==> src/sv/msrle_pkg.sv <==
// ----------------------------------------------------------------------------
// msrle_pkg
// Shared types and constants of the masked sample run-length encoder.
// ----------------------------------------------------------------------------
package msrle_pkg;

   // run and time counters
   localparam int MAX_RUN    = 65500;
   localparam int RUN_WIDTH  = 16;
   localparam int TIME_WIDTH = 32;

   // configuration port
   localparam int CSR_INDEX_WIDTH = 4;
   localparam int CSR_DATA_WIDTH  = 8;
   localparam logic [CSR_INDEX_WIDTH-1:0] CSR_CHANNEL_MASK = CSR_INDEX_WIDTH'(0);
   localparam logic [CSR_INDEX_WIDTH-1:0] CSR_PIN_SHIFT    = CSR_INDEX_WIDTH'(1);
   localparam logic [7:0] CHANNEL_MASK_RESET = 8'hff;
   localparam logic [2:0] PIN_SHIFT_RESET    = 3'd0;

   // packet queue between front and back
   localparam int QUEUE_DEPTH     = 4;
   localparam int QUEUE_PTR_WIDTH = $clog2(QUEUE_DEPTH);
   localparam int QUEUE_CNT_WIDTH = $clog2(QUEUE_DEPTH + 1);

   typedef struct packed {
      logic [7:0] sample;
      logic       last_sample;
   } req_type;

   typedef struct packed {
      logic [7:0]  level;
      logic [31:0] end_time;
      logic        stream_end;
   } rsp_type;

   // up to two packets written per transfer, first slot filled first
   typedef struct packed {
      logic    first_valid;
      logic    second_valid;
      rsp_type first_pkt;
      rsp_type second_pkt;
   } push_type;

   typedef struct packed {
      logic room_for_two;
      logic not_empty;
   } queue_status_type;

endpackage

==> src/sv/masked_sample_run_length_encoder.sv <==
// ----------------------------------------------------------------------------
// masked_sample_run_length_encoder: packets pass the queue, then the output register.
// Throughput one sample per cycle while req_ready is high; rsp gives one packet per
// cycle while rsp_ready is high; a 4-entry queue takes the two packets a final sample
// can close, and req_ready drops while the queue holds more than two packets. Synchronous
// reset clears run, queue and output; channel_mask resets to 0xff, pin_shift to 0.
// ----------------------------------------------------------------------------
module masked_sample_run_length_encoder import msrle_pkg::*; (
   input  logic                       clock,
   input  logic                       reset,
   input  logic                       req_valid,
   output logic                       req_ready,
   input  req_type                    req_data,
   output logic                       rsp_valid,
   input  logic                       rsp_ready,
   output rsp_type                    rsp_data,
   input  logic                       csr_valid,
   output logic                       csr_ready,
   input  logic [CSR_INDEX_WIDTH-1:0] csr_index,
   input  logic [CSR_DATA_WIDTH-1:0]  csr_wdata
);

   push_type         push;
   queue_status_type queue_status;
   rsp_type          head;
   logic             pop;

   // sample classification and run tracking
   msrle_front u_front (
      .clock        (clock),
      .reset        (reset),
      .req_valid    (req_valid),
      .req_ready    (req_ready),
      .req_data     (req_data),
      .csr_valid    (csr_valid),
      .csr_ready    (csr_ready),
      .csr_index    (csr_index),
      .csr_wdata    (csr_wdata),
      .queue_status (queue_status),
      .push         (push)
   );

   // packet queue
   msrle_queue u_queue (
      .clock  (clock),
      .reset  (reset),
      .push   (push),
      .pop    (pop),
      .head   (head),
      .status (queue_status)
   );

   // output register
   msrle_back u_back (
      .clock        (clock),
      .reset        (reset),
      .queue_status (queue_status),
      .head         (head),
      .pop          (pop),
      .rsp_valid    (rsp_valid),
      .rsp_ready    (rsp_ready),
      .rsp_data     (rsp_data)
   );

endmodule

==> src/sv/msrle_front.sv <==
// ----------------------------------------------------------------------------
// msrle_front
// Holds the configuration and the open run, and turns each sample into zero,
// one or two closed-run packets for the queue.
// ----------------------------------------------------------------------------
module msrle_front import msrle_pkg::*; (
   input  logic                       clock,
   input  logic                       reset,
   input  logic                       req_valid,
   output logic                       req_ready,
   input  req_type                    req_data,
   input  logic                       csr_valid,
   output logic                       csr_ready,
   input  logic [CSR_INDEX_WIDTH-1:0] csr_index,
   input  logic [CSR_DATA_WIDTH-1:0]  csr_wdata,
   input  queue_status_type           queue_status,
   output push_type                   push
);

   logic [7:0]            channel_mask_ff;
   logic [2:0]            pin_shift_ff;
   logic [7:0]            run_level_ff, run_level_in;
   logic [RUN_WIDTH-1:0]  run_count_ff, run_count_in;
   logic [TIME_WIDTH-1:0] elapsed_ff, elapsed_in;
   logic                  run_active_ff, run_active_in;

   logic                  accept;
   logic [7:0]            value;
   logic                  change;
   logic                  close;
   logic [RUN_WIDTH-1:0]  count_next;
   logic [TIME_WIDTH-1:0] elapsed_next;
   rsp_type               old_pkt, new_pkt;

   assign csr_ready = 1'b1;
   assign req_ready = queue_status.room_for_two;
   assign accept    = req_valid & req_ready;

   // configuration registers, unknown indexes ignored
   always_ff @(posedge clock) begin
      if (reset) begin
         channel_mask_ff <= CHANNEL_MASK_RESET;
         pin_shift_ff    <= PIN_SHIFT_RESET;
      end else if (csr_valid) begin
         case (csr_index)
            CSR_CHANNEL_MASK: channel_mask_ff <= csr_wdata[7:0];
            CSR_PIN_SHIFT:    pin_shift_ff    <= csr_wdata[2:0];
            default: ;
         endcase
      end
   end

   // classify the sample against the open run
   always_comb begin
      value        = (req_data.sample & channel_mask_ff) << pin_shift_ff;
      change       = run_active_ff && (value != run_level_ff);
      count_next   = (!run_active_ff || change) ? RUN_WIDTH'(1)
                                                : run_count_ff + RUN_WIDTH'(1);
      elapsed_next = elapsed_ff + TIME_WIDTH'(1);
      close        = req_data.last_sample || (32'(count_next) >= 32'(MAX_RUN));

      old_pkt.level      = run_level_ff;
      old_pkt.end_time   = 32'(elapsed_ff);
      old_pkt.stream_end = 1'b0;
      new_pkt.level      = value;
      new_pkt.end_time   = 32'(elapsed_next);
      new_pkt.stream_end = req_data.last_sample;

      push.first_valid  = accept && (change || close);
      push.second_valid = accept && change && close;
      push.first_pkt    = change ? old_pkt : new_pkt;
      push.second_pkt   = new_pkt;

      run_active_in = !close;
      run_level_in  = value;
      run_count_in  = close ? '0 : count_next;
      elapsed_in    = req_data.last_sample ? '0 : elapsed_next;
   end

   // run state
   always_ff @(posedge clock) begin
      if (reset) begin
         run_active_ff <= 1'b0;
         run_level_ff  <= '0;
         run_count_ff  <= '0;
         elapsed_ff    <= '0;
      end else if (accept) begin
         run_active_ff <= run_active_in;
         run_level_ff  <= run_level_in;
         run_count_ff  <= run_count_in;
         elapsed_ff    <= elapsed_in;
      end
   end

endmodule

==> src/sv/msrle_queue.sv <==
// ----------------------------------------------------------------------------
// msrle_queue
// Short packet queue: takes up to two packets per cycle, gives one per cycle while the output register pops.
// ----------------------------------------------------------------------------
module msrle_queue import msrle_pkg::*; (
   input  logic             clock,
   input  logic             reset,
   input  push_type         push,
   input  logic             pop,
   output rsp_type          head,
   output queue_status_type status
);

   rsp_type                    mem [QUEUE_DEPTH];
   logic [QUEUE_PTR_WIDTH-1:0] wr_ptr_ff, wr_ptr_in;
   logic [QUEUE_PTR_WIDTH-1:0] rd_ptr_ff, rd_ptr_in;
   logic [QUEUE_CNT_WIDTH-1:0] count_ff, count_in;
   logic [1:0]                 push_num;

   // pointer and fill count update
   always_comb begin
      push_num  = {1'b0, push.first_valid} + {1'b0, push.second_valid};
      wr_ptr_in = wr_ptr_ff + QUEUE_PTR_WIDTH'(push_num);
      rd_ptr_in = rd_ptr_ff + QUEUE_PTR_WIDTH'(pop);
      count_in  = count_ff + QUEUE_CNT_WIDTH'(push_num) - QUEUE_CNT_WIDTH'(pop);
   end

   always_ff @(posedge clock) begin
      if (reset) begin
         wr_ptr_ff <= '0;
         rd_ptr_ff <= '0;
         count_ff  <= '0;
      end else begin
         wr_ptr_ff <= wr_ptr_in;
         rd_ptr_ff <= rd_ptr_in;
         count_ff  <= count_in;
      end
   end

   // packet storage
   always_ff @(posedge clock) begin
      if (push.first_valid) begin
         mem[wr_ptr_ff] <= push.first_pkt;
      end
      if (push.second_valid) begin
         mem[wr_ptr_ff + QUEUE_PTR_WIDTH'(1)] <= push.second_pkt;
      end
   end

   assign head                = mem[rd_ptr_ff];
   assign status.not_empty    = (count_ff != '0);
   assign status.room_for_two = (count_ff <= QUEUE_CNT_WIDTH'(QUEUE_DEPTH - 2));

endmodule

==> src/sv/msrle_back.sv <==
// ----------------------------------------------------------------------------
// msrle_back
// Output register: pulls packets from the queue and presents them on rsp.
// ----------------------------------------------------------------------------
module msrle_back import msrle_pkg::*; (
   input  logic             clock,
   input  logic             reset,
   input  queue_status_type queue_status,
   input  rsp_type          head,
   output logic             pop,
   output logic             rsp_valid,
   input  logic             rsp_ready,
   output rsp_type          rsp_data
);

   logic    rsp_valid_ff, rsp_valid_in;
   rsp_type rsp_data_ff;
   logic    load;

   // refill when the register is empty or its packet leaves this cycle
   assign load         = !rsp_valid_ff || rsp_ready;
   assign pop          = load && queue_status.not_empty;
   assign rsp_valid_in = load ? queue_status.not_empty : rsp_valid_ff;

   always_ff @(posedge clock) begin
      if (reset) begin
         rsp_valid_ff <= 1'b0;
      end else begin
         rsp_valid_ff <= rsp_valid_in;
      end
   end

   always_ff @(posedge clock) begin
      if (pop) begin
         rsp_data_ff <= head;
      end
   end

   assign rsp_valid = rsp_valid_ff;
   assign rsp_data  = rsp_data_ff;

endmodule
==> config.mk <==
export PLATFORM = sky130hd
export DESIGN_NAME = masked_sample_run_length_encoder
export DESIGN_NICKNAME = d
export VERILOG_FILES = /design/src/sv/msrle_pkg.sv /design/src/sv/masked_sample_run_length_encoder.sv /design/src/sv/msrle_front.sv /design/src/sv/msrle_queue.sv /design/src/sv/msrle_back.sv
export SDC_FILE = /design/constraint.sdc
export NUM_CORES = 1
export LEC_CHECK = 0
export ABC_AREA = 0
export BUFFER_PORTS_ARGS = -buffer_cell sky130_fd_sc_hd__buf_2
export CORE_ASPECT_RATIO = 1.25
export CORE_MARGIN = 2
export CORE_UTILIZATION = 45
export CTS_CLUSTER_DIAMETER = 150
export DETAILED_ROUTE_END_ITERATION = 10
export SLEW_MARGIN = 40
export SYNTH_ARGS = -nofsm -noshare
export SYNTH_HDL_FRONTEND = slang
export SYNTH_HIERARCHICAL = 1
export SYNTH_SLANG_ARGS = --single-unit
==> constraint.sdc <==
create_clock -name clock -period 8.6 [get_ports clock]
set_input_delay 1.72 -clock clock [delete_from_list [all_inputs] [get_ports clock]]
set_output_delay 1.72 -clock clock [all_outputs]
set_load 0.005 [all_outputs]
; Word level (Yosys, flattened, before mapping)
; Memories as Yosys holds them, arrays and structs flattened. A register that Yosys moved wholly into a read port is not among the register bits.
; Cells that the tools add are included.
[word_totals]
regBits = 76
ramBits = 164
input_bits = 26
output_inout_bits = 44
word_cells = 50
memories = 1
[op_classes]
add_sub_neg = 8
n_lt_le_gt_ge = 2
n_eq_ne = 2
n_shift = 1
n_mux = 8
n_bitwise = 2
reduce_logical = 16
[memory_table]
columns = name, words, width, read_ports, rd_clocked_by_memory_dff, wr, line_no
row1 = u_queue.mem, 4, 41, 1, 1, 2, msrle_queue.sv:14  ; rsp_type mem [QUEUE_DEPTH];
[op_table]
columns = cell, count
row1 = 41-bit 2-to-1 mux, 1
row2 = "32-bit by 1-bit adder with 32-bit output, second input constant", 1
row3 = 16-bit 2-to-1 mux, 2
row4 = 32-bit 2-to-1 mux, 1
row5 = "16-bit by 1-bit adder with 16-bit output, second input constant", 1
row6 = "16-bit >= comparator, second input constant", 1
row7 = 8-bit bitwise AND, 1
row8 = 8-bit != test, 1
row9 = 8-bit by 3-bit << shifter with 8-bit output, 1
row10 = 1-bit logical AND, 5
row11 = "4-bit by 1-bit equality test with 1-bit output, second input constant", 1
row12 = 4-bit logical NOT, 1
row13 = 1-bit logical OR, 4
row14 = 1-bit 2-to-1 mux, 4
row15 = 2-bit AND reduction, 2
row16 = 3-bit by 2-bit adder with 3-bit output, 1
row17 = "3-bit by 2-bit less-or-equal comparator with 1-bit output, second input constant", 1
row18 = 1-bit logical NOT, 3
row19 = 3-bit nonzero test, 1
row20 = 3-bit by 1-bit subtractor with 3-bit output, 1
row21 = 1-bit by 1-bit adder with 2-bit output, 1
row22 = 2-bit by 1-bit adder with 2-bit output, 1
row23 = "2-bit by 1-bit adder with 2-bit output, second input constant", 1
row24 = 2-bit adder, 1
row25 = 1-bit bitwise AND, 1

; Longest topological paths before layout
[depth]
depth_word = 13
ltp_mapped = 16
ltp_nobuf = 15

; By module
; Netlist, hierarchy kept.
[by_module_without_submodules]
columns = module, instances, cells_each, area_per_inst_um2, seq_area_each_um2
row1 = msrle_queue, 1, 440, 8274.2, 5064.9
row2 = msrle_front, 1, 667, 5002.3, 1361.3
row3 = msrle_back, 1, 46, 1286.2, 1251.2

; Least setup slack after synthesis
; OpenSTA, ideal clock, no wires.
[synth_timing]
kind = input port to flip-flop
startpoint = input req_data[1] in the netlist's numbering
endpoint = memory u_queue/mem[0][0] in the netlist's numbering, enable pin
setup_time_ns = 0.496
arrival_ns = 6.283
required_time_ns = 8.104
slack_ns = 1.821
path_stages = 9
n_path_buf = 0
path_cell_list = nand2_2 > mux4_2 > or3_1 > o221ai_2 > or4_1 > o21ai_0 > a21oi_1 > nand2b_1 > o21ai_0
[synth_rtl]
columns = item, line_no
row1 = from (decl), masked_sample_run_length_encoder.sv:13  ; input req_type req_data,
row2 = to (decl), msrle_queue.sv:14

==> flow_metrics.env <==
export IMPL_dpl_cell_count=1574
export IMPL_cp_arrival_ns=5.47
export IMPL_cts_root_buf="clkbuf_16"
export IMPL_grt_use_total_pct=19.49
export IMPL_core_area_sq_um=31880
export IMPL_whs_path_depth=2
export IMPL_finalCritPeriodShare_pct=61.14
export IMPL_internal_power_mw=2.728
export IMPL_grt_first_pass_wirelength_um=51430
export IMPL_cts_setup_buffers=0
export IMPL_r2r_slack_ns=3.83
export IMPL_nFillCells=2750
export IMPL_synth_fa_ha_area_share_pct=0.6530
export IMPL_cts_buffers=29
export IMPL_syn_nets=1186
export IMPL_gp_congestion=0.7636
export IMPL_min_from="u_front/elapsed_ff[15]$_SDFFE_PP0P_"
export IMPL_diodes=0
export IMPL_rr_endpoint="u_queue/mem[1][26]$_DFFE_PP_"
export IMPL_synth_edf_count=205
export IMPL_fin_skew_ns=0.01353
export IMPL_final_antenna_net_count=0
export IMPL_worst_slew_pin_slew_ns=0.7650
export IMPL_mostFrequentLayoutCells="edfxtp_1, mux2_2, nand2_1, dfxtp_1, nor2_1"
export IMPL_clkTransAtPathRegs_ns=0.06
export IMPL_antenna_found_initial=0
export IMPL_grt_pass1_vias=9398
export IMPL_place_hpwl_um=19970
export IMPL_sw_frac_of_total_pct=26.93
export IMPL_hold_violations=0
export IMPL_clkLatencyLatePin_ns=0.56
export IMPL_p_leak_nw=5.926
export IMPL_worst_path_max_fanout=35
export IMPL_ys_async_sr_fraction_pct=0
export IMPL_syn_area_per_cell_sq_um=12.63
export IMPL_setup_viol=0
export IMPL_required_ns=8.81
export IMPL_routedWlPerCell_um=19.71
export IMPL_ys_seq_area_share_pct=52.72
export IMPL_port_buffers=68
export IMPL_dieArea_sq_um=33830
export IMPL_drive_above_1_share_pct=30.67
export IMPL_final_common_cell="edfxtp_1"
export IMPL_synth_simple_area_share_pct=12.39
export IMPL_synth_mux_area_share_pct=20.81
export IMPL_fin_hold_ws_ns=0.4971
export IMPL_clkPwrFrac_pct=33.3
export IMPL_peakVddDrop_mv=0.2653
export IMPL_combPwrFrac_pct=19.3
export IMPL_firstDrtPassIters=7
export IMPL_synthCells=1153
export IMPL_nets=1227
export IMPL_boundaryPins=70
export IMPL_min_path_type="reg2reg"
export IMPL_synth_compound_area_share_pct=5.877
export IMPL_seq_power_share_pct=47.4
export IMPL_via_per_inst=5.708
export IMPL_cts_htree_levels=1
export IMPL_cts_resized=0
export IMPL_cts_buffer_depth=3
export IMPL_worstSetupStartpointType="input port"
export IMPL_r2r_cells=10
export IMPL_worstSetupEndpointType="flip-flop"
export IMPL_ys_types=72
export IMPL_start_util_pct=45.68
export IMPL_p_per_area_nw_per_um2=230.7
export IMPL_timing_rr_start="u_front/pin_shift_ff[0]$_SDFFE_PP0P_"
export IMPL_switchingPower_mw=1.005
export IMPL_setup_tns_final_ns=0
export IMPL_min_to="u_front/elapsed_ff[15]$_SDFFE_PP0P_"
export IMPL_overflow=0
export IMPL_final_cells=1628
export IMPL_synth_top_family_by_area="multiplexers"
export IMPL_grt_max_degree=69
export IMPL_ys_warn_count=6
export IMPL_syn_area_sq_um=14560
export IMPL_cts_hold_buf=0
export IMPL_cts_tree="built"
export IMPL_die_width_um=164.9
export IMPL_max_freq_mhz=190.2
export IMPL_vias=9293
export IMPL_synth_xor_area_share_pct=4.373
export IMPL_max_slew_margin_rel_pct=48.53
export IMPL_rsz0062_at_grt="false"
export IMPL_area_delta_synth_final_pct=11.14
export IMPL_synth_area_leader_cell="edfxtp_1"
export IMPL_drv_slew=0
export IMPL_cap_violations=0
export IMPL_period_needed_ns=5.258
export IMPL_synth_top_area_share_pct=42.27
export IMPL_status="finished, final reports clean"
export IMPL_synth_seq_cells=281
export IMPL_synth_flop_cell="edfxtp_1"
export IMPL_wl_um=32090
export IMPL_yosys_top_cells_area="edfxtp_1, mux2_2, dfxtp_1, mux4_2, xnor2_1"
export IMPL_die_h_um=205.1
export IMPL_drc=0
export IMPL_std_cell_rows=73
export IMPL_drt_iter0_markers=589
export IMPL_clock_sinks=281
export IMPL_path_class="in2reg"
[synth_stat cells, types with 10 or more instances]
library cell and number:
and3_1 19, nand3_1 40, buf_2 22, a22oi_1 14, edfxtp_1 205, and2_1 10, xnor2_1 48, nand4_1 18
mux4_2 44, xor2_1 22, nor2_1 76, clkbuf_1 41, nor2b_1 14, inv_1 15, dfxtp_1 76, nor3_1 20
mux2_2 168, a21oi_1 37, or3_1 10, nand2_1 78, buf_4 11, o21ai_0 32
[final cells by class]
type                    instances  area (sq um)  share of cell area (%)
flip-flops and latches        281          7682                   47.46
multi-input cells             776          6481                   40.04
clock buffers                  38         769.5                   4.754
repair buffers                 91         524.3                   3.239
well taps                     412         515.5                   3.185
clock inverters                15         156.4                  0.9663
inverters                      15         56.30                  0.3479
[critical path, cell delays in order]
cell and delay, ns:
buf_2 0.11, nand2_2 0.09, mux4_2 0.57, or3_1 0.35, o221ai_2 0.13, o41ai_4 0.12, buf_4 0.29, nor3_1 0.61
mux2i_1 0.33, nor2_4 0.62, buf_4 0.50
[routing by layer]
layer	vias to the layer above	routed length, um	GRT usage, %
met2	211	16700	35.24
met4	0	920	7.143
met5	-	0	0
met1	4608	13280	23.82
li1	4423	-	-
met3	51	1194	2.207
[flip-flops by register name, summed over array words and instances, names as in the netlist, 3 cells and up]
signal                   flops
u_queue/mem                164
u_back/rsp_data             41
u_front/elapsed_ff          32
u_front/run_count_ff        16
u_front/channel_mask_ff      8
u_front/run_level_ff         8
u_front/pin_shift_ff         3
u_queue/count_ff             3
[how the worst max path moves through the flow]
stage	from	to	slack (ns)	cells past startpoint
floorplan	req_data[1]	u_queue/mem[0][0]$_DFFE_PP_	1.82	9
global placement	req_data[1]	u_queue/mem[1][22]$_DFFE_PP_	2.68	11
detailed placement	req_data[1]	u_queue/mem[1][36]$_DFFE_PP_	2.48	11
CTS	req_data[1]	u_queue/mem[1][36]$_DFFE_PP_	3.11	11
global route	req_data[1]	u_queue/mem[1][36]$_DFFE_PP_	3.10	11
finish	req_data[1]	u_queue/mem[1][26]$_DFFE_PP_	3.34	11
[stage by stage]
step                utilization, %  power, mW  setup WS, ns  cell area (sq um)
floorplan                        -      2.263         1.821              14560
global placement             47.74      2.526         2.682              15220
detailed placement           47.81      2.537         2.482              15240
CTS                          50.71      3.789         3.115              16170
global route                 50.78      3.911         3.100              16190
finish                       50.78      3.734         3.342              16190
[power by group through the flow]
stage / combinational [mW] / clock [mW] / sequential, mW
floorplan: 0.491 / 0 / 1.77
global placement: 0.726 / 0 / 1.80
detailed placement: 0.735 / 0 / 1.80
CTS: 0.740 / 1.27 / 1.77
global route: 0.796 / 1.32 / 1.79
finish: 0.722 / 1.24 / 1.77
[cell families after synthesis]
family,count (synthesis)
other cells,1
simple gates,343
buf+inv,96
xor+xnor,71
compound gates,129
fa+ha+maj,7
flops,281
mux,225
Note: power is estimated with default switching activity, not from simulation.
